===== config.mk =====
export PLATFORM = sky130hd
export DESIGN_NAME = windkessel_pressure_step_flat
export DESIGN_NICKNAME = d
export VERILOG_FILES = /design/src/rtl/core/wps_pkg.sv /design/src/rtl/core/wps_if.sv /design/src/rtl/core/windkessel_pressure_step.sv /design/src/rtl/core/wps_ctrl.sv /design/src/rtl/core/wps_datapath.sv /design/src/flat_wrapper.sv
export SDC_FILE = /design/constraint.sdc
export NUM_CORES = 2
export LEC_CHECK = 0
export ABC_CLOCK_PERIOD_IN_PS = 14200
export BUFFER_PORTS_ARGS = -buffer_cell sky130_fd_sc_hd__buf_4
export CAP_MARGIN = 5
export CORE_MARGIN = 5
export CORE_UTILIZATION = 55
export CTS_CLUSTER_SIZE = 16
export DETAILED_ROUTE_END_ITERATION = 8
export GPL_ROUTABILITY_DRIVEN = 0
export PLACE_DENSITY = 0.78
export SETUP_SLACK_MARGIN = 0.5
export SYNTH_ARGS = -nofsm -noshare
export SYNTH_HDL_FRONTEND = slang
export SYNTH_SLANG_ARGS = --single-unit

===== constraint.sdc =====
create_clock -name clk_i -period 14.2 [get_ports clk_i]
set_input_delay 0.71 -clock clk_i [delete_from_list [all_inputs] [get_ports clk_i]]
set_output_delay 0.71 -clock clk_i [all_outputs]
set_load 0.05 [all_outputs]

===== src/rtl/core/wps_pkg.sv =====
// Shared types, constants, microcode and arithmetic helpers of the windkessel pressure step.
`timescale 1ns / 1ps

package wps_pkg;

  localparam int VW   = 32;      // value width
  localparam int FB   = 16;      // fraction bits
  localparam int CW   = VW - 1;  // register and time step width
  localparam int SW   = 32;      // step index width
  localparam int DW   = VW + FB; // dividend width
  localparam int PC_W = 6;
  localparam int CNT_W = 6;

  localparam logic [CNT_W-1:0] DIV_LAST = CNT_W'(DW + 1);

  localparam logic [VW-1:0] VMAX = {1'b0, {(VW-1){1'b1}}};
  localparam logic [VW-1:0] VMIN = {1'b1, {(VW-1){1'b0}}};
  localparam logic [VW-1:0] ONE  = VW'(1) << FB;
  localparam logic [CW-1:0] CFG_RESET = CW'(1) << FB;
  localparam logic [DW:0]   LIM_POS = {{(DW-VW+1){1'b0}}, 1'b0, {(VW-1){1'b1}}};
  localparam logic [DW:0]   LIM_NEG = LIM_POS + (DW+1)'(1);

  typedef logic signed [VW-1:0] val_t;

  typedef enum logic [1:0] {
    CFG_RR  = 2'd0,
    CFG_RCH = 2'd1,
    CFG_CC  = 2'd2,
    CFG_RHO = 2'd3
  } cfg_e;

  typedef enum logic [1:0] {
    OP_ADD = 2'd0,
    OP_SUB = 2'd1,
    OP_MUL = 2'd2,
    OP_DIV = 2'd3
  } op_e;

  typedef enum logic [3:0] {
    SRC_QN   = 4'd0,
    SRC_MEAN = 4'd1,
    SRC_DT   = 4'd2,
    SRC_RR   = 4'd3,
    SRC_RCH  = 4'd4,
    SRC_CC   = 4'd5,
    SRC_RHO  = 4'd6,
    SRC_ONE  = 4'd7,
    SRC_FP   = 4'd8,
    SRC_FP2  = 4'd9,
    SRC_PP   = 4'd10,
    SRC_PP2  = 4'd11,
    SRC_T0   = 4'd12,
    SRC_T1   = 4'd13,
    SRC_T2   = 4'd14,
    SRC_T3   = 4'd15
  } src_e;

  typedef enum logic [2:0] {
    DST_T0  = 3'd0,
    DST_T1  = 3'd1,
    DST_T2  = 3'd2,
    DST_T3  = 3'd3,
    DST_PP  = 3'd4,
    DST_OUT = 3'd5
  } dst_e;

  typedef enum logic [1:0] {
    NXT_SEQ    = 2'd0,
    NXT_BRANCH = 2'd1,
    NXT_END    = 2'd2
  } nxt_e;

  typedef struct packed {
    op_e  op;
    src_e a;
    src_e b;
    dst_e dst;
    nxt_e nxt;
  } instr_t;

  typedef struct packed {
    logic   load;
    logic   shift;
    logic   start;
    instr_t instr;
  } cmd_t;

  typedef struct packed {
    logic done;
    logic changed;
    logic second;
    logic out_free;
  } sts_t;

  localparam logic [PC_W-1:0] PC_PRE = PC_W'(0);
  localparam logic [PC_W-1:0] PC_SO  = PC_W'(1);
  localparam logic [PC_W-1:0] PC_FO  = PC_W'(25);

  function automatic instr_t mk(op_e op, src_e a, src_e b, dst_e dst, nxt_e nxt);
    instr_t i;
    i.op = op;
    i.a = a;
    i.b = b;
    i.dst = dst;
    i.nxt = nxt;
    return i;
  endfunction

  // Microcode: pressure history update, second-order program, first-order program.
  function automatic instr_t prog(logic [PC_W-1:0] pc);
    instr_t i;
    case (pc)
      6'd0:  i = mk(OP_MUL, SRC_MEAN, SRC_RHO, DST_PP, NXT_BRANCH);
      // second order
      6'd1:  i = mk(OP_MUL, SRC_CC,  SRC_RR,  DST_T0, NXT_SEQ);
      6'd2:  i = mk(OP_ADD, SRC_DT,  SRC_DT,  DST_T1, NXT_SEQ);
      6'd3:  i = mk(OP_DIV, SRC_T0,  SRC_T1,  DST_T1, NXT_SEQ);
      6'd4:  i = mk(OP_ADD, SRC_QN,  SRC_QN,  DST_T2, NXT_SEQ);
      6'd5:  i = mk(OP_ADD, SRC_T2,  SRC_QN,  DST_T2, NXT_SEQ);
      6'd6:  i = mk(OP_ADD, SRC_T2,  SRC_FP2, DST_T2, NXT_SEQ);
      6'd7:  i = mk(OP_ADD, SRC_FP,  SRC_FP,  DST_T3, NXT_SEQ);
      6'd8:  i = mk(OP_ADD, SRC_T3,  SRC_T3,  DST_T3, NXT_SEQ);
      6'd9:  i = mk(OP_SUB, SRC_T2,  SRC_T3,  DST_T2, NXT_SEQ);
      6'd10: i = mk(OP_MUL, SRC_T2,  SRC_T1,  DST_T2, NXT_SEQ);
      6'd11: i = mk(OP_MUL, SRC_T2,  SRC_RCH, DST_T2, NXT_SEQ);
      6'd12: i = mk(OP_ADD, SRC_RCH, SRC_RR,  DST_T3, NXT_SEQ);
      6'd13: i = mk(OP_MUL, SRC_T3,  SRC_QN,  DST_T3, NXT_SEQ);
      6'd14: i = mk(OP_ADD, SRC_T2,  SRC_T3,  DST_T2, NXT_SEQ);
      6'd15: i = mk(OP_ADD, SRC_PP,  SRC_PP,  DST_T3, NXT_SEQ);
      6'd16: i = mk(OP_ADD, SRC_T3,  SRC_T3,  DST_T3, NXT_SEQ);
      6'd17: i = mk(OP_SUB, SRC_PP2, SRC_T3,  DST_T3, NXT_SEQ);
      6'd18: i = mk(OP_MUL, SRC_T3,  SRC_T1,  DST_T3, NXT_SEQ);
      6'd19: i = mk(OP_SUB, SRC_T2,  SRC_T3,  DST_T2, NXT_SEQ);
      6'd20: i = mk(OP_ADD, SRC_T1,  SRC_T1,  DST_T3, NXT_SEQ);
      6'd21: i = mk(OP_ADD, SRC_T3,  SRC_T1,  DST_T3, NXT_SEQ);
      6'd22: i = mk(OP_ADD, SRC_ONE, SRC_T3,  DST_T3, NXT_SEQ);
      6'd23: i = mk(OP_DIV, SRC_T2,  SRC_T3,  DST_T2, NXT_SEQ);
      6'd24: i = mk(OP_DIV, SRC_T2,  SRC_RHO, DST_OUT, NXT_END);
      // first order
      6'd25: i = mk(OP_MUL, SRC_CC,  SRC_RR,  DST_T0, NXT_SEQ);
      6'd26: i = mk(OP_DIV, SRC_T0,  SRC_DT,  DST_T1, NXT_SEQ);
      6'd27: i = mk(OP_SUB, SRC_QN,  SRC_FP,  DST_T2, NXT_SEQ);
      6'd28: i = mk(OP_MUL, SRC_T2,  SRC_T1,  DST_T2, NXT_SEQ);
      6'd29: i = mk(OP_MUL, SRC_T2,  SRC_RCH, DST_T2, NXT_SEQ);
      6'd30: i = mk(OP_ADD, SRC_RCH, SRC_RR,  DST_T3, NXT_SEQ);
      6'd31: i = mk(OP_MUL, SRC_T3,  SRC_QN,  DST_T3, NXT_SEQ);
      6'd32: i = mk(OP_ADD, SRC_T2,  SRC_T3,  DST_T2, NXT_SEQ);
      6'd33: i = mk(OP_MUL, SRC_PP,  SRC_T1,  DST_T3, NXT_SEQ);
      6'd34: i = mk(OP_ADD, SRC_T2,  SRC_T3,  DST_T2, NXT_SEQ);
      6'd35: i = mk(OP_ADD, SRC_ONE, SRC_T1,  DST_T3, NXT_SEQ);
      6'd36: i = mk(OP_DIV, SRC_T2,  SRC_T3,  DST_T2, NXT_SEQ);
      6'd37: i = mk(OP_DIV, SRC_T2,  SRC_RHO, DST_OUT, NXT_END);
      default: i = mk(OP_ADD, SRC_T0, SRC_T0, DST_OUT, NXT_END);
    endcase
    return i;
  endfunction

  // Rounded magnitude to signed value with clipping; msb of the result is the clip flag.
  function automatic logic [VW:0] finish(logic [DW:0] m, logic neg);
    logic [DW:0] lim;
    logic [VW:0] r;
    lim = neg ? LIM_NEG : LIM_POS;
    if (m > lim) begin
      r = {1'b1, (neg ? VMIN : VMAX)};
    end else if (neg) begin
      r = {1'b0, VW'(0) - m[VW-1:0]};
    end else begin
      r = {1'b0, m[VW-1:0]};
    end
    return r;
  endfunction

  // Saturate a one-bit-grown sum; msb of the result is the clip flag.
  function automatic logic [VW:0] clip_sum(logic [VW:0] s);
    logic [VW:0] r;
    if (s[VW] != s[VW-1]) begin
      r = {1'b1, (s[VW] ? VMIN : VMAX)};
    end else begin
      r = {1'b0, s[VW-1:0]};
    end
    return r;
  endfunction

endpackage


===== src/rtl/core/wps_if.sv =====
// Request channel interfaces of the windkessel pressure step.
`timescale 1ns / 1ps

interface wps_in_if;
  logic                      valid;
  logic                      ready;
  logic signed [31:0]        flow_sum;
  logic signed [31:0]        mean_boundary_value;
  logic [31:0]               step_index;
  logic [30:0]               time_step;

  modport source (output valid, flow_sum, mean_boundary_value, step_index, time_step,
                  input ready);
  modport sink (input valid, flow_sum, mean_boundary_value, step_index, time_step,
                output ready);
  modport monitor (input valid, ready, flow_sum, mean_boundary_value, step_index,
                   time_step);
endinterface

interface wps_out_if;
  logic               valid;
  logic               ready;
  logic signed [31:0] boundary_value;
  logic               saturated;

  modport source (output valid, boundary_value, saturated, input ready);
  modport sink (input valid, boundary_value, saturated, output ready);
  modport monitor (input valid, ready, boundary_value, saturated);
endinterface


===== src/rtl/core/windkessel_pressure_step.sv =====
// Top level of the three-element windkessel boundary pressure update.
// Each request runs the history update if the step index changed, then the second- or
//   first-order program; each program holds three 48-step divides, and a zero divisor
//   skips the divide steps.
// Throughput: one request at a time; the next is taken while the result waits.
// Reset (rst_ni low, async): registers return to 1.0, history to zero, step to none.
`timescale 1ns / 1ps

module windkessel_pressure_step (
  input  logic                   clk_i,
  input  logic                   rst_ni,
  wps_in_if.sink                 in_i,
  wps_out_if.source              out_o,
  input  logic                   cfg_we_i,
  input  logic [1:0]             cfg_idx_i,
  input  logic [wps_pkg::CW-1:0] cfg_data_i
);

  wps_pkg::cmd_t cmd;   // sequencer to datapath: load, history shift, op start
  wps_pkg::sts_t sts;   // datapath to sequencer: op done, step changed, order, output free
  logic          in_ready;

  // Sequencer walks the microcode: history update (if the step changed),
  // then the first- or second-order program; last op writes the output register.
  wps_ctrl u_ctrl (
    .clk_i      (clk_i),
    .rst_ni     (rst_ni),
    .in_valid_i (in_i.valid),
    .in_ready_o (in_ready),
    .sts_i      (sts),
    .cmd_o      (cmd)
  );

  // Datapath: config, history, scratch registers, one saturating adder,
  // one 32x32 multiplier and one radix-2 divider shared by all ops.
  wps_datapath u_dp (
    .clk_i                 (clk_i),
    .rst_ni                (rst_ni),
    .cfg_we_i              (cfg_we_i),
    .cfg_idx_i             (cfg_idx_i),
    .cfg_data_i            (cfg_data_i),
    .flow_sum_i            (in_i.flow_sum),
    .mean_boundary_value_i (in_i.mean_boundary_value),
    .step_index_i          (in_i.step_index),
    .time_step_i           (in_i.time_step),
    .cmd_i                 (cmd),
    .sts_o                 (sts),
    .out_valid_o           (out_o.valid),
    .out_ready_i           (out_o.ready),
    .boundary_value_o      (out_o.boundary_value),
    .saturated_o           (out_o.saturated)
  );

  assign in_i.ready = in_ready;

endmodule


===== src/rtl/core/wps_ctrl.sv =====
// Microcode sequencer of the windkessel pressure step.
`timescale 1ns / 1ps

module wps_ctrl (
  input  logic          clk_i,
  input  logic          rst_ni,
  input  logic          in_valid_i,
  output logic          in_ready_o,
  input  wps_pkg::sts_t sts_i,
  output wps_pkg::cmd_t cmd_o
);

  typedef enum logic [3:0] {
    ST_IDLE  = 4'b0001,
    ST_SHIFT = 4'b0010,
    ST_ISSUE = 4'b0100,
    ST_WAIT  = 4'b1000
  } state_e;

  state_e                      state_q, state_d;
  logic [wps_pkg::PC_W-1:0]    pc_q, pc_d;
  logic [wps_pkg::PC_W-1:0]    pc_order;

  assign pc_order = sts_i.second ? wps_pkg::PC_SO : wps_pkg::PC_FO;

  always_comb begin
    state_d = state_q;
    pc_d = pc_q;
    cmd_o = '0;
    cmd_o.instr = wps_pkg::prog(pc_q);
    in_ready_o = (state_q == ST_IDLE);
    unique case (state_q)
      ST_IDLE: begin
        if (in_valid_i) begin
          cmd_o.load = 1'b1;
          state_d = ST_SHIFT;
        end
      end
      ST_SHIFT: begin
        cmd_o.shift = sts_i.changed;
        pc_d = sts_i.changed ? wps_pkg::PC_PRE : pc_order;
        state_d = ST_ISSUE;
      end
      ST_ISSUE: begin
        // the last op writes the output register, which must be free
        if (cmd_o.instr.dst != wps_pkg::DST_OUT || sts_i.out_free) begin
          cmd_o.start = 1'b1;
          state_d = ST_WAIT;
        end
      end
      ST_WAIT: begin
        if (sts_i.done) begin
          case (cmd_o.instr.nxt)
            wps_pkg::NXT_SEQ: begin
              pc_d = pc_q + wps_pkg::PC_W'(1);
              state_d = ST_ISSUE;
            end
            wps_pkg::NXT_BRANCH: begin
              pc_d = pc_order;
              state_d = ST_ISSUE;
            end
            default: begin
              state_d = ST_IDLE;
            end
          endcase
        end
      end
      default: begin
        state_d = ST_IDLE;
      end
    endcase
  end

  always_ff @(posedge clk_i or negedge rst_ni) begin
    if (!rst_ni) begin
      state_q <= ST_IDLE;
      pc_q <= '0;
    end else begin
      state_q <= state_d;
      pc_q <= pc_d;
    end
  end

endmodule


===== src/rtl/core/wps_datapath.sv =====
// Registers, shared multiplier and radix-2 divider of the windkessel pressure step.
`timescale 1ns / 1ps

module wps_datapath (
  input  logic                          clk_i,
  input  logic                          rst_ni,
  input  logic                          cfg_we_i,
  input  logic [1:0]                    cfg_idx_i,
  input  logic [wps_pkg::CW-1:0]        cfg_data_i,
  input  logic signed [wps_pkg::VW-1:0] flow_sum_i,
  input  logic signed [wps_pkg::VW-1:0] mean_boundary_value_i,
  input  logic [wps_pkg::SW-1:0]        step_index_i,
  input  logic [wps_pkg::CW-1:0]        time_step_i,
  input  wps_pkg::cmd_t                 cmd_i,
  output wps_pkg::sts_t                 sts_o,
  output logic                          out_valid_o,
  input  logic                          out_ready_i,
  output logic signed [wps_pkg::VW-1:0] boundary_value_o,
  output logic                          saturated_o
);

  localparam int VW = wps_pkg::VW;
  localparam int DW = wps_pkg::DW;

  // configuration
  logic [wps_pkg::CW-1:0] rr_q, rch_q, cc_q, rho_q;
  // latched request and history
  wps_pkg::val_t          qn_q, mean_q, pp_q, pp2_q, fp_q, fp2_q;
  logic [wps_pkg::SW-1:0] step_q, last_q;
  logic [wps_pkg::CW-1:0] dt_q;
  // scratch
  wps_pkg::val_t          t0_q, t1_q, t2_q, t3_q;
  // op unit
  wps_pkg::val_t          opa_q, opb_q;
  wps_pkg::op_e           op_q;
  wps_pkg::dst_e          dst_q;
  logic                   act_q;
  logic [wps_pkg::CNT_W-1:0] cnt_q;
  logic [2*VW-1:0]        prod_q;
  logic                   neg_q;
  logic [VW-1:0]          rem_q, dvs_q;
  logic [DW-1:0]          num_q, quo_q;
  logic                   clip_q;
  logic                   out_valid_q, out_sat_q;
  wps_pkg::val_t          out_val_q;

  wps_pkg::val_t          src_a, src_b;
  logic [VW-1:0]          mag_a, mag_b;
  logic [VW:0]            sum_ext, sum_res, fin_res;
  logic [2*VW:0]          prod_rnd;
  logic [DW:0]            quo_rnd;
  logic [VW:0]            rem_try;
  logic                   rem_ge;
  logic                   res_wr;
  logic [VW:0]            res;

  function automatic wps_pkg::val_t pick(wps_pkg::src_e s,
      wps_pkg::val_t qn, wps_pkg::val_t mean, logic [wps_pkg::CW-1:0] dt,
      logic [wps_pkg::CW-1:0] rr, logic [wps_pkg::CW-1:0] rch,
      logic [wps_pkg::CW-1:0] cc, logic [wps_pkg::CW-1:0] rho,
      wps_pkg::val_t fp, wps_pkg::val_t fp2, wps_pkg::val_t pp, wps_pkg::val_t pp2,
      wps_pkg::val_t t0, wps_pkg::val_t t1, wps_pkg::val_t t2, wps_pkg::val_t t3);
    wps_pkg::val_t v;
    case (s)
      wps_pkg::SRC_QN:   v = qn;
      wps_pkg::SRC_MEAN: v = mean;
      wps_pkg::SRC_DT:   v = {1'b0, dt};
      wps_pkg::SRC_RR:   v = {1'b0, rr};
      wps_pkg::SRC_RCH:  v = {1'b0, rch};
      wps_pkg::SRC_CC:   v = {1'b0, cc};
      wps_pkg::SRC_RHO:  v = {1'b0, rho};
      wps_pkg::SRC_ONE:  v = wps_pkg::ONE;
      wps_pkg::SRC_FP:   v = fp;
      wps_pkg::SRC_FP2:  v = fp2;
      wps_pkg::SRC_PP:   v = pp;
      wps_pkg::SRC_PP2:  v = pp2;
      wps_pkg::SRC_T0:   v = t0;
      wps_pkg::SRC_T1:   v = t1;
      wps_pkg::SRC_T2:   v = t2;
      default:           v = t3;
    endcase
    return v;
  endfunction

  assign src_a = pick(cmd_i.instr.a, qn_q, mean_q, dt_q, rr_q, rch_q, cc_q, rho_q,
                      fp_q, fp2_q, pp_q, pp2_q, t0_q, t1_q, t2_q, t3_q);
  assign src_b = pick(cmd_i.instr.b, qn_q, mean_q, dt_q, rr_q, rch_q, cc_q, rho_q,
                      fp_q, fp2_q, pp_q, pp2_q, t0_q, t1_q, t2_q, t3_q);

  assign mag_a = opa_q[VW-1] ? VW'(0) - opa_q : opa_q;
  assign mag_b = opb_q[VW-1] ? VW'(0) - opb_q : opb_q;

  assign sum_ext = (op_q == wps_pkg::OP_SUB) ? {opa_q[VW-1], opa_q} - {opb_q[VW-1], opb_q}
                                              : {opa_q[VW-1], opa_q} + {opb_q[VW-1], opb_q};
  assign sum_res = wps_pkg::clip_sum(sum_ext);

  // round half away from zero, drop fraction bits
  assign prod_rnd = {1'b0, prod_q} + ((2*VW+1)'(1) << (wps_pkg::FB - 1));
  assign rem_try  = {rem_q, num_q[DW-1]};
  assign rem_ge   = (rem_try >= {1'b0, dvs_q});
  assign quo_rnd  = {1'b0, quo_q} + (DW+1)'({rem_q, 1'b0} >= {1'b0, dvs_q});
  assign fin_res  = (op_q == wps_pkg::OP_MUL)
                    ? wps_pkg::finish(prod_rnd[2*VW:wps_pkg::FB], neg_q)
                    : wps_pkg::finish(quo_rnd, neg_q);

  always_comb begin
    res_wr = 1'b0;
    res = sum_res;
    if (act_q) begin
      case (op_q)
        wps_pkg::OP_ADD, wps_pkg::OP_SUB: begin
          res_wr = 1'b1;
        end
        wps_pkg::OP_MUL: begin
          res_wr = (cnt_q != '0);
          res = fin_res;
        end
        default: begin
          if (cnt_q == '0 && opb_q == '0) begin
            // zero divisor: sign of the dividend picks the rail, a zero dividend gives zero
            res_wr = 1'b1;
            res = {1'b1, (opa_q[VW-1] ? wps_pkg::VMIN
                          : (opa_q == '0 ? VW'(0) : wps_pkg::VMAX))};
          end else begin
            res_wr = (cnt_q == wps_pkg::DIV_LAST);
            res = fin_res;
          end
        end
      endcase
    end
  end

  assign sts_o.done     = res_wr;
  assign sts_o.changed  = (step_q != last_q);
  assign sts_o.second   = (step_q > wps_pkg::SW'(1));
  assign sts_o.out_free = !out_valid_q;

  always_ff @(posedge clk_i or negedge rst_ni) begin
    if (!rst_ni) begin
      rr_q <= wps_pkg::CFG_RESET;
      rch_q <= wps_pkg::CFG_RESET;
      cc_q <= wps_pkg::CFG_RESET;
      rho_q <= wps_pkg::CFG_RESET;
      last_q <= '1;
      pp_q <= '0;
      pp2_q <= '0;
      fp_q <= '0;
      fp2_q <= '0;
      act_q <= 1'b0;
      cnt_q <= '0;
      clip_q <= 1'b0;
      out_valid_q <= 1'b0;
    end else begin
      if (cfg_we_i) begin
        unique case (wps_pkg::cfg_e'(cfg_idx_i))
          wps_pkg::CFG_RR:  rr_q <= cfg_data_i;
          wps_pkg::CFG_RCH: rch_q <= cfg_data_i;
          wps_pkg::CFG_CC:  cc_q <= cfg_data_i;
          wps_pkg::CFG_RHO: rho_q <= cfg_data_i;
          default: ;
        endcase
      end
      if (cmd_i.load) begin
        clip_q <= 1'b0;
      end
      if (cmd_i.shift) begin
        last_q <= step_q;
        pp2_q <= pp_q;
        fp2_q <= fp_q;
        fp_q <= qn_q;
      end
      if (cmd_i.start) begin
        act_q <= 1'b1;
        cnt_q <= '0;
      end else if (res_wr) begin
        act_q <= 1'b0;
      end else if (act_q) begin
        cnt_q <= cnt_q + wps_pkg::CNT_W'(1);
      end
      if (res_wr) begin
        clip_q <= clip_q | res[VW];
        if (dst_q == wps_pkg::DST_PP) begin
          pp_q <= res[VW-1:0];
        end
      end
      if (res_wr && dst_q == wps_pkg::DST_OUT) begin
        out_valid_q <= 1'b1;
      end else if (out_ready_i) begin
        out_valid_q <= 1'b0;
      end
    end
  end

  // payload registers
  always_ff @(posedge clk_i) begin
    if (cmd_i.load) begin
      qn_q <= flow_sum_i;
      mean_q <= mean_boundary_value_i;
      step_q <= step_index_i;
      dt_q <= time_step_i;
    end
    if (cmd_i.start) begin
      opa_q <= src_a;
      opb_q <= src_b;
      op_q <= cmd_i.instr.op;
      dst_q <= cmd_i.instr.dst;
    end
    if (act_q && cnt_q == '0) begin
      prod_q <= mag_a * mag_b;
      neg_q <= opa_q[VW-1] ^ opb_q[VW-1];
      rem_q <= '0;
      dvs_q <= mag_b;
      num_q <= {mag_a, {wps_pkg::FB{1'b0}}};
      quo_q <= '0;
    end else if (act_q && op_q == wps_pkg::OP_DIV && !res_wr) begin
      // one quotient bit per cycle, restoring
      rem_q <= rem_ge ? VW'(rem_try - {1'b0, dvs_q}) : rem_try[VW-1:0];
      quo_q <= {quo_q[DW-2:0], rem_ge};
      num_q <= {num_q[DW-2:0], 1'b0};
    end
    if (res_wr) begin
      unique case (dst_q)
        wps_pkg::DST_T0: t0_q <= res[VW-1:0];
        wps_pkg::DST_T1: t1_q <= res[VW-1:0];
        wps_pkg::DST_T2: t2_q <= res[VW-1:0];
        wps_pkg::DST_T3: t3_q <= res[VW-1:0];
        wps_pkg::DST_OUT: begin
          out_val_q <= res[VW-1:0];
          out_sat_q <= clip_q | res[VW];
        end
        default: ;
      endcase
    end
  end

  assign out_valid_o = out_valid_q;
  assign boundary_value_o = out_val_q;
  assign saturated_o = out_sat_q;

endmodule


===== src/flat_wrapper.sv =====
// flat-port wrapper written by rule: the top's interface ports become plain ports
module windkessel_pressure_step_flat 
  (clk_i, rst_ni, cfg_we_i, cfg_idx_i, cfg_data_i, in_i_valid, in_i_flow_sum, in_i_mean_boundary_value, in_i_step_index, in_i_time_step, in_i_ready, out_o_valid, out_o_boundary_value, out_o_saturated, out_o_ready);
  wps_in_if in_i_i ();
  wps_out_if out_o_i ();
  input  logic clk_i;
  input  logic rst_ni;
  input  logic cfg_we_i;
  input  logic [1:0] cfg_idx_i;
  input  logic [wps_pkg::CW-1:0] cfg_data_i;
  input wire logic [$bits(in_i_i.valid)-1:0] in_i_valid;
  input wire logic [$bits(in_i_i.flow_sum)-1:0] in_i_flow_sum;
  input wire logic [$bits(in_i_i.mean_boundary_value)-1:0] in_i_mean_boundary_value;
  input wire logic [$bits(in_i_i.step_index)-1:0] in_i_step_index;
  input wire logic [$bits(in_i_i.time_step)-1:0] in_i_time_step;
  output wire logic [$bits(in_i_i.ready)-1:0] in_i_ready;
  output wire logic [$bits(out_o_i.valid)-1:0] out_o_valid;
  output wire logic [$bits(out_o_i.boundary_value)-1:0] out_o_boundary_value;
  output wire logic [$bits(out_o_i.saturated)-1:0] out_o_saturated;
  input wire logic [$bits(out_o_i.ready)-1:0] out_o_ready;
  assign in_i_i.valid = in_i_valid;
  assign in_i_i.flow_sum = in_i_flow_sum;
  assign in_i_i.mean_boundary_value = in_i_mean_boundary_value;
  assign in_i_i.step_index = in_i_step_index;
  assign in_i_i.time_step = in_i_time_step;
  assign in_i_ready = in_i_i.ready;
  assign out_o_valid = out_o_i.valid;
  assign out_o_boundary_value = out_o_i.boundary_value;
  assign out_o_saturated = out_o_i.saturated;
  assign out_o_i.ready = out_o_ready;
  windkessel_pressure_step u_core (.clk_i(clk_i), .rst_ni(rst_ni), .in_i(in_i_i), .out_o(out_o_i), .cfg_we_i(cfg_we_i), .cfg_idx_i(cfg_idx_i), .cfg_data_i(cfg_data_i));
endmodule

# Yosys cells after proc, flatten, opt, wreduce, memory -nomap -nowiden
# Memory sizes are Yosys's and may differ from the RTL's.
# Index checks and enable logic that the tools add are counted.
[word_totals]
register_bits = 869
rom_bits = 960
elab_cells = 196
mem_count = 1
[memory_table]
columns = ["name", "words", "word_bits", "read_ports", "rd_ports_with_merged_regs", "write_ports", "line", "rtl"]
rows = [
  ["(no name shown)", 64, 15, 1, 0, 0, "wps_pkg.sv:112", "case (pc)"],
]
[classes]
n_addsub = 11
mul = 1
order_cmp = 5
n_eq_ne = 53
mux = 49
n_bitwise = 2
n_reduce_logical = 39
[op_table]
columns = ["op", "n"]
rows = [
  ["32-bit case mux with 15 select lines", 2],
  ["32-bit two-way mux", 9],
  ["33-bit two-way mux", 7],
  ["1-bit by 32-bit subtractor with 32-bit output (first input constant)", 4],
  ["48-bit two-way mux", 2],
  ["33-bit by 32-bit >= comparator with 1-bit output", 2],
  ["33-bit case mux with 2 select lines", 1],
  ["64-bit by 16-bit adder with 65-bit output (second input constant)", 1],
  ["32-bit zero test", 2],
  ["32-bit by 32-bit multiplier with 64-bit output", 1],
  ["4-bit == test (second input constant)", 15],
  ["48-bit by 1-bit adder with 49-bit output", 1],
  ["49-bit by 32-bit greater-than comparator with 1-bit output", 1],
  ["49-bit greater-than comparator", 1],
  ["4-bit by 3-bit == test with 1-bit output (second input constant)", 9],
  ["32-bit by 32-bit adder with 33-bit output", 1],
  ["32-bit by 32-bit subtractor with 33-bit output", 1],
  ["32-bit by 1-bit greater-than comparator with 1-bit output (second input constant)", 1],
  ["32-bit inequality test", 1],
  ["32-bit subtractor", 1],
  ["31-bit two-way mux", 1],
  ["6-bit two-way mux", 5],
  ["6-bit case mux with 2 select lines", 2],
  ["2-bit AND reduction", 11],
  ["other kinds (32)", 78],
]

# Longest topological paths before layout
[logic_depth]
word_depth = 11
ltp_mapped = 39
depth_no_buf = 37

# By module
# A second synthesis with hierarchy kept.
[hier_totals]
cells_unflattened = 7997
hier_area_um2 = 79052.1
[by_module_without_submodules]
columns = ["module", "instances", "cells_per_inst", "area_each_um2", "seq_area_each_um2"]
rows = [
  ["wps_datapath", 1, 7789, 77561.9, 23122.2],
  ["wps_ctrl", 1, 208, 1490.2, 251.5],
]

# Worst setup path before layout
# OpenSTA, ideal clock, no wires.
[synth_path]
kind = "reg2reg"
startpoint = "register u_core.u_dp.opb_q[0]"
endpoint = "register u_core.u_dp.prod_q[58], data pin"
setup_time_ps = 259
t_arrival_ps = 10006
required_time_ps = 13941
slack_ps = 3936
path_stages_with_launch = 36
period_less_slack_ps = 10264
path_cell_list = "edfxtp_1 -> inv_1 -> clkbuf_1 -> ha_1 -> or3b_2 -> nor3_1 -> nand3_1 -> or3_1 -> or3_1 -> or3_1 -> o21ai_0 -> xor2_1 -> clkbuf_1 -> nor2_1 -> fa_1 -> inv_1 -> fa_1 -> fa_1 -> inv_1 -> fa_1 -> fa_1 -> fa_1 -> fa_1 -> ha_1 -> ha_1 -> a21o_1 -> a21o_1 -> a21o_1 -> a21o_1 -> a21oi_1 -> o21ai_0 -> a21o_1 -> a211o_1 -> a311o_1 -> a21oi_1 -> xnor2_1"
[synth_between]
elab_chain_cells = 3
[synth_lines]
columns = ["item", "line", "rtl"]
rows = [
  ["start: declaration", "wps_datapath.sv:34", "wps_pkg::val_t opa_q, opb_q;"],
  ["start signal: assignment", "wps_datapath.sv:204", "opb_q <= src_b;"],
  ["1-bit by 32-bit subtractor with 32-bit output", "wps_datapath.sv:91", "assign mag_b = opb_q[VW-1] ? VW'(0) - opb_q : opb_q;"],
  ["32-bit two-way mux (*)", "wps_datapath.sv:91", ""],
  ["32-bit by 32-bit multiplier with 64-bit output (*)", "wps_datapath.sv:209", "prod_q <= mag_a * mag_b;"],
  ["end signal: assignment", "wps_datapath.sv:209", ""],
  ["end: declaration", "wps_datapath.sv:39", "logic [2*VW-1:0] prod_q;"],
]
# Mark *: on every way between the ends. The rest lies on a longest branch, timed or not.
# A chain may end at the register's enable or synchronous reset.

# Final worst setup path
# Same ends and word-level chain as after synthesis.

==> results_dict.tcl <==
set metrics [dict create \
    htreeDepth 3 \
    tightestPinTransition_ns 1.36 \
    period_needed_ns 11.92 \
    synth_edf_count 471 \
    clock_skew_ns 0.0770 \
    core_sq_um 143000 \
    vias_per_cell 6.64 \
    synthesis.instances 8108 \
    violations "design-rule violations" \
    fill_cells 11500 \
    fmax_mhz 83.9 \
    post_cts_buffers 0 \
    arrival_ns 12.37 \
    fin_tns_setup_ns 0 \
    grt_overflow_total 0 \
    portBuffers 199 \
    reg2reg_depth 39 \
    critPathMaxFanout 25 \
    ant_nets 0 \
    path_clk_slew_ns 0.07 \
    seq_area_frac_synth_pct 29.5 \
    cts_tree "built" \
    die_area_sq_um 152000 \
    drtIter0Drc 10700 \
    root_buffer "clkbuf_16" \
    worst_setup_path_end_kind "flip-flop" \
    finalHoldViolCount 0 \
    die_x_um 390 \
    cp-startpoint "u_core.u_dp.opb_q[0]$_DFFE_PP_" \
    synth.avg_cell_area_sq_um 9.77 \
    startpoint_type "flip-flop" \
    cts.repair.resized 0 \
    reg_top3 "u_core.u_dp.prod_q x49, u_core.u_dp.quo_q x48" \
    cts_sinks 854 \
    whs_ns 0.0418 \
    grt_pass1_wl_um 410000 \
    setup_violations 0 \
    worst-setup-path-type "reg2reg" \
    dp_hpwl_um 199000 \
    start_util_pct 55.3 \
    syn-num-nets 9583 \
    clockBufferDepth 3 \
    drive_above_1_share_pct 12.0 \
    largest_reg_flops 49 \
    cts_inserted_buffers 86 \
    antenna_found_initial 16 \
    area_delta_synth_final_pct 9.22 \
    ys_warn_count 0 \
    status "finished with violations" \
    crit_top_cell "inv_1" \
    hold_buffers 0 \
    grt_max_degree 94 \
    rsz0062_at_grt "no" \
    seq_area_sq_um 23400 \
    nNetsFinal 9629 \
    synth-main-ff-cell "edfxtp_1" \
    grt_pass1_vias 68800 \
    relSlewSlack_pct 9.02 \
    syn_area_sq_um 79200 \
    largest-register "u_core.u_dp.prod_q" \
    drv_cap 0 \
    io_pins 200 \
    vias 67300 \
    reg2reg_from "u_core.u_dp.opb_q[0]$_DFFE_PP_" \
    hp-class "in2async" \
    reg2reg_slack_ns 2.28 \
    wl_per_cell_um 26.9 \
    required_ns 14.65 \
    wirelength_um 272000 \
    max_stage_delay_ns 0.77 \
    route.detailed.drc 61 \
    num_rows 139 \
    r2r_end "u_core.u_dp.prod_q[58]$_DFFE_PP_" \
    synthArstFlopShare_pct 35.5 \
    synth_seq_cells 854 \
    grt_usage_pct 35.4 \
    drv_slew 0 \
    min_period_over_period_pct 83.9 \
    ys_types 94 \
    die_y_um 390 \
    critPathSlowestCell "inv_1" \
    multi_input_area_sq_um 50800 \
    firstDrtPassIters 9 \
    insertion_delay_ns 0.73 \
]
critical path: cells and delay by family (launching register included):
kind                       cells  cell delay [ns]
adders and majority gates     10             4.56
and+or+nand+nor               10             2.63
xor gates and xnor gates       2             0.15
buffers and inverters         11             2.02
AOI/OAI and AO/OA              6             1.88
DFF                            1             0.36
cell usage in the layout (no fill, tap or decap), types with 35 or more instances in the layout:
cell type,instances
a22oi_1,266
inv_1,1050
o22a_1,52
a22o_1,75
xnor2_1,145
nand3_1,148
o21ai_0,251
dfrtp_1,266
mux2i_1,42
o31ai_1,35
a222oi_1,43
nor4_1,38
buf_4,386
mux2_2,272
dfxtp_1,80
a31oi_1,49
edfxtp_1,471
fa_1,897
a21oi_1,280
a21o_1,83
nand4_1,135
nor3_1,83
and2_1,45
nand2b_1,42
nor2_1,762
and3_1,55
ha_1,413
xor2_1,137
dfstp_2,37
a221oi_1,64
nand2_1,817
clkbuf_16,87
kinds of logic (layout without fill, tap and decap cells):
logic type	after synthesis	after routing	share of synthesized area [%]
other	0	11	0
flip-flops	854	854	29.5
AND/OR/NAND/NOR	2343	2343	13.3
buffers and inverters	1497	1615	7.16
multiplexers	315	315	4.41
adder cells (fa/ha/maj)	1310	1310	29.2
XOR/XNOR	323	323	3.57
AO/OA/AOI/OAI	1466	1466	12.8
stage by stage:
stage                     utilization [%]  cell area, sq um  cells  setup WS (ns)
final                                60.4             86500  10100           2.28
after global routing                 60.4             86500  10100           1.86
after CTS                            60.4             86500  10100           2.53
after detailed placement             58.2             83500   9969           2.57
after global placement               58.2             83500   9969           2.69
after floorplan                         -             79200   8108           3.94
cells in the mapped netlist (75+ instances only):
library cell / number / area share, %
a21oi_1: 280 / 1.8
a22oi_1: 266 / 2.5
dfrtp_1: 266 / 8.4
a22o_1: 75 / 0.83
inv_1: 1051 / 5.0
xnor2_1: 163 / 1.8
dfxtp_1: 80 / 2.0
nor3_1: 85 / 0.54
fa_1: 897 / 23
nand2_1: 818 / 3.9
o21ai_0: 251 / 1.6
nor2_1: 794 / 3.8
xor2_1: 160 / 1.8
a21o_1: 83 / 0.79
edfxtp_1: 471 / 18
mux2_2: 272 / 3.9
clkbuf_1: 375 / 1.8
ha_1: 413 / 6.5
nand3_1: 150 / 0.95
nand4_1: 135 / 1.1
worst max path at each step:
| stage | cells after the start | endpoint | slack, ns |
|---|---|---|---|
| 4_1_cts | 39 | u_core.u_dp.prod_q[58]$_DFFE_PP_ | 2.53 |
| 6_report | 39 | u_core.u_dp.prod_q[58]$_DFFE_PP_ | 2.28 |
| 3_3_place_gp | 39 | u_core.u_dp.prod_q[58]$_DFFE_PP_ | 2.69 |
| 2_1_floorplan | 35 | u_core.u_dp.prod_q[58]$_DFFE_PP_ | 3.94 |
| 5_1_grt | 39 | u_core.u_dp.prod_q[58]$_DFFE_PP_ | 1.86 |
| 3_5_place_dp | 39 | u_core.u_dp.prod_q[58]$_DFFE_PP_ | 2.57 |
layer usage:
metal  global-route usage [%]  share of wire, %  vias up
li1                         -                 -    27700
met1                     43.0                33    32300
met2                     52.7                42     5565
met4                     26.1               9.8       18
met5                   0.0957             0.046        -
met3                     11.8                15     1700
area by class of cell:
class                      count  area share (%)
multi-input combinational   5757            58.7
clock buffer                  99            2.64
tap                         1903            2.75
clock inverter                61           0.863
antenna                       11          0.0318
timing repair buffer         387            3.37
sequential                   854            27.0
inverter                    1068            4.64
Power is left out: the tool's default activity adds up to more than one toggle a clock period on the data nets, which glitch-free logic cannot reach.
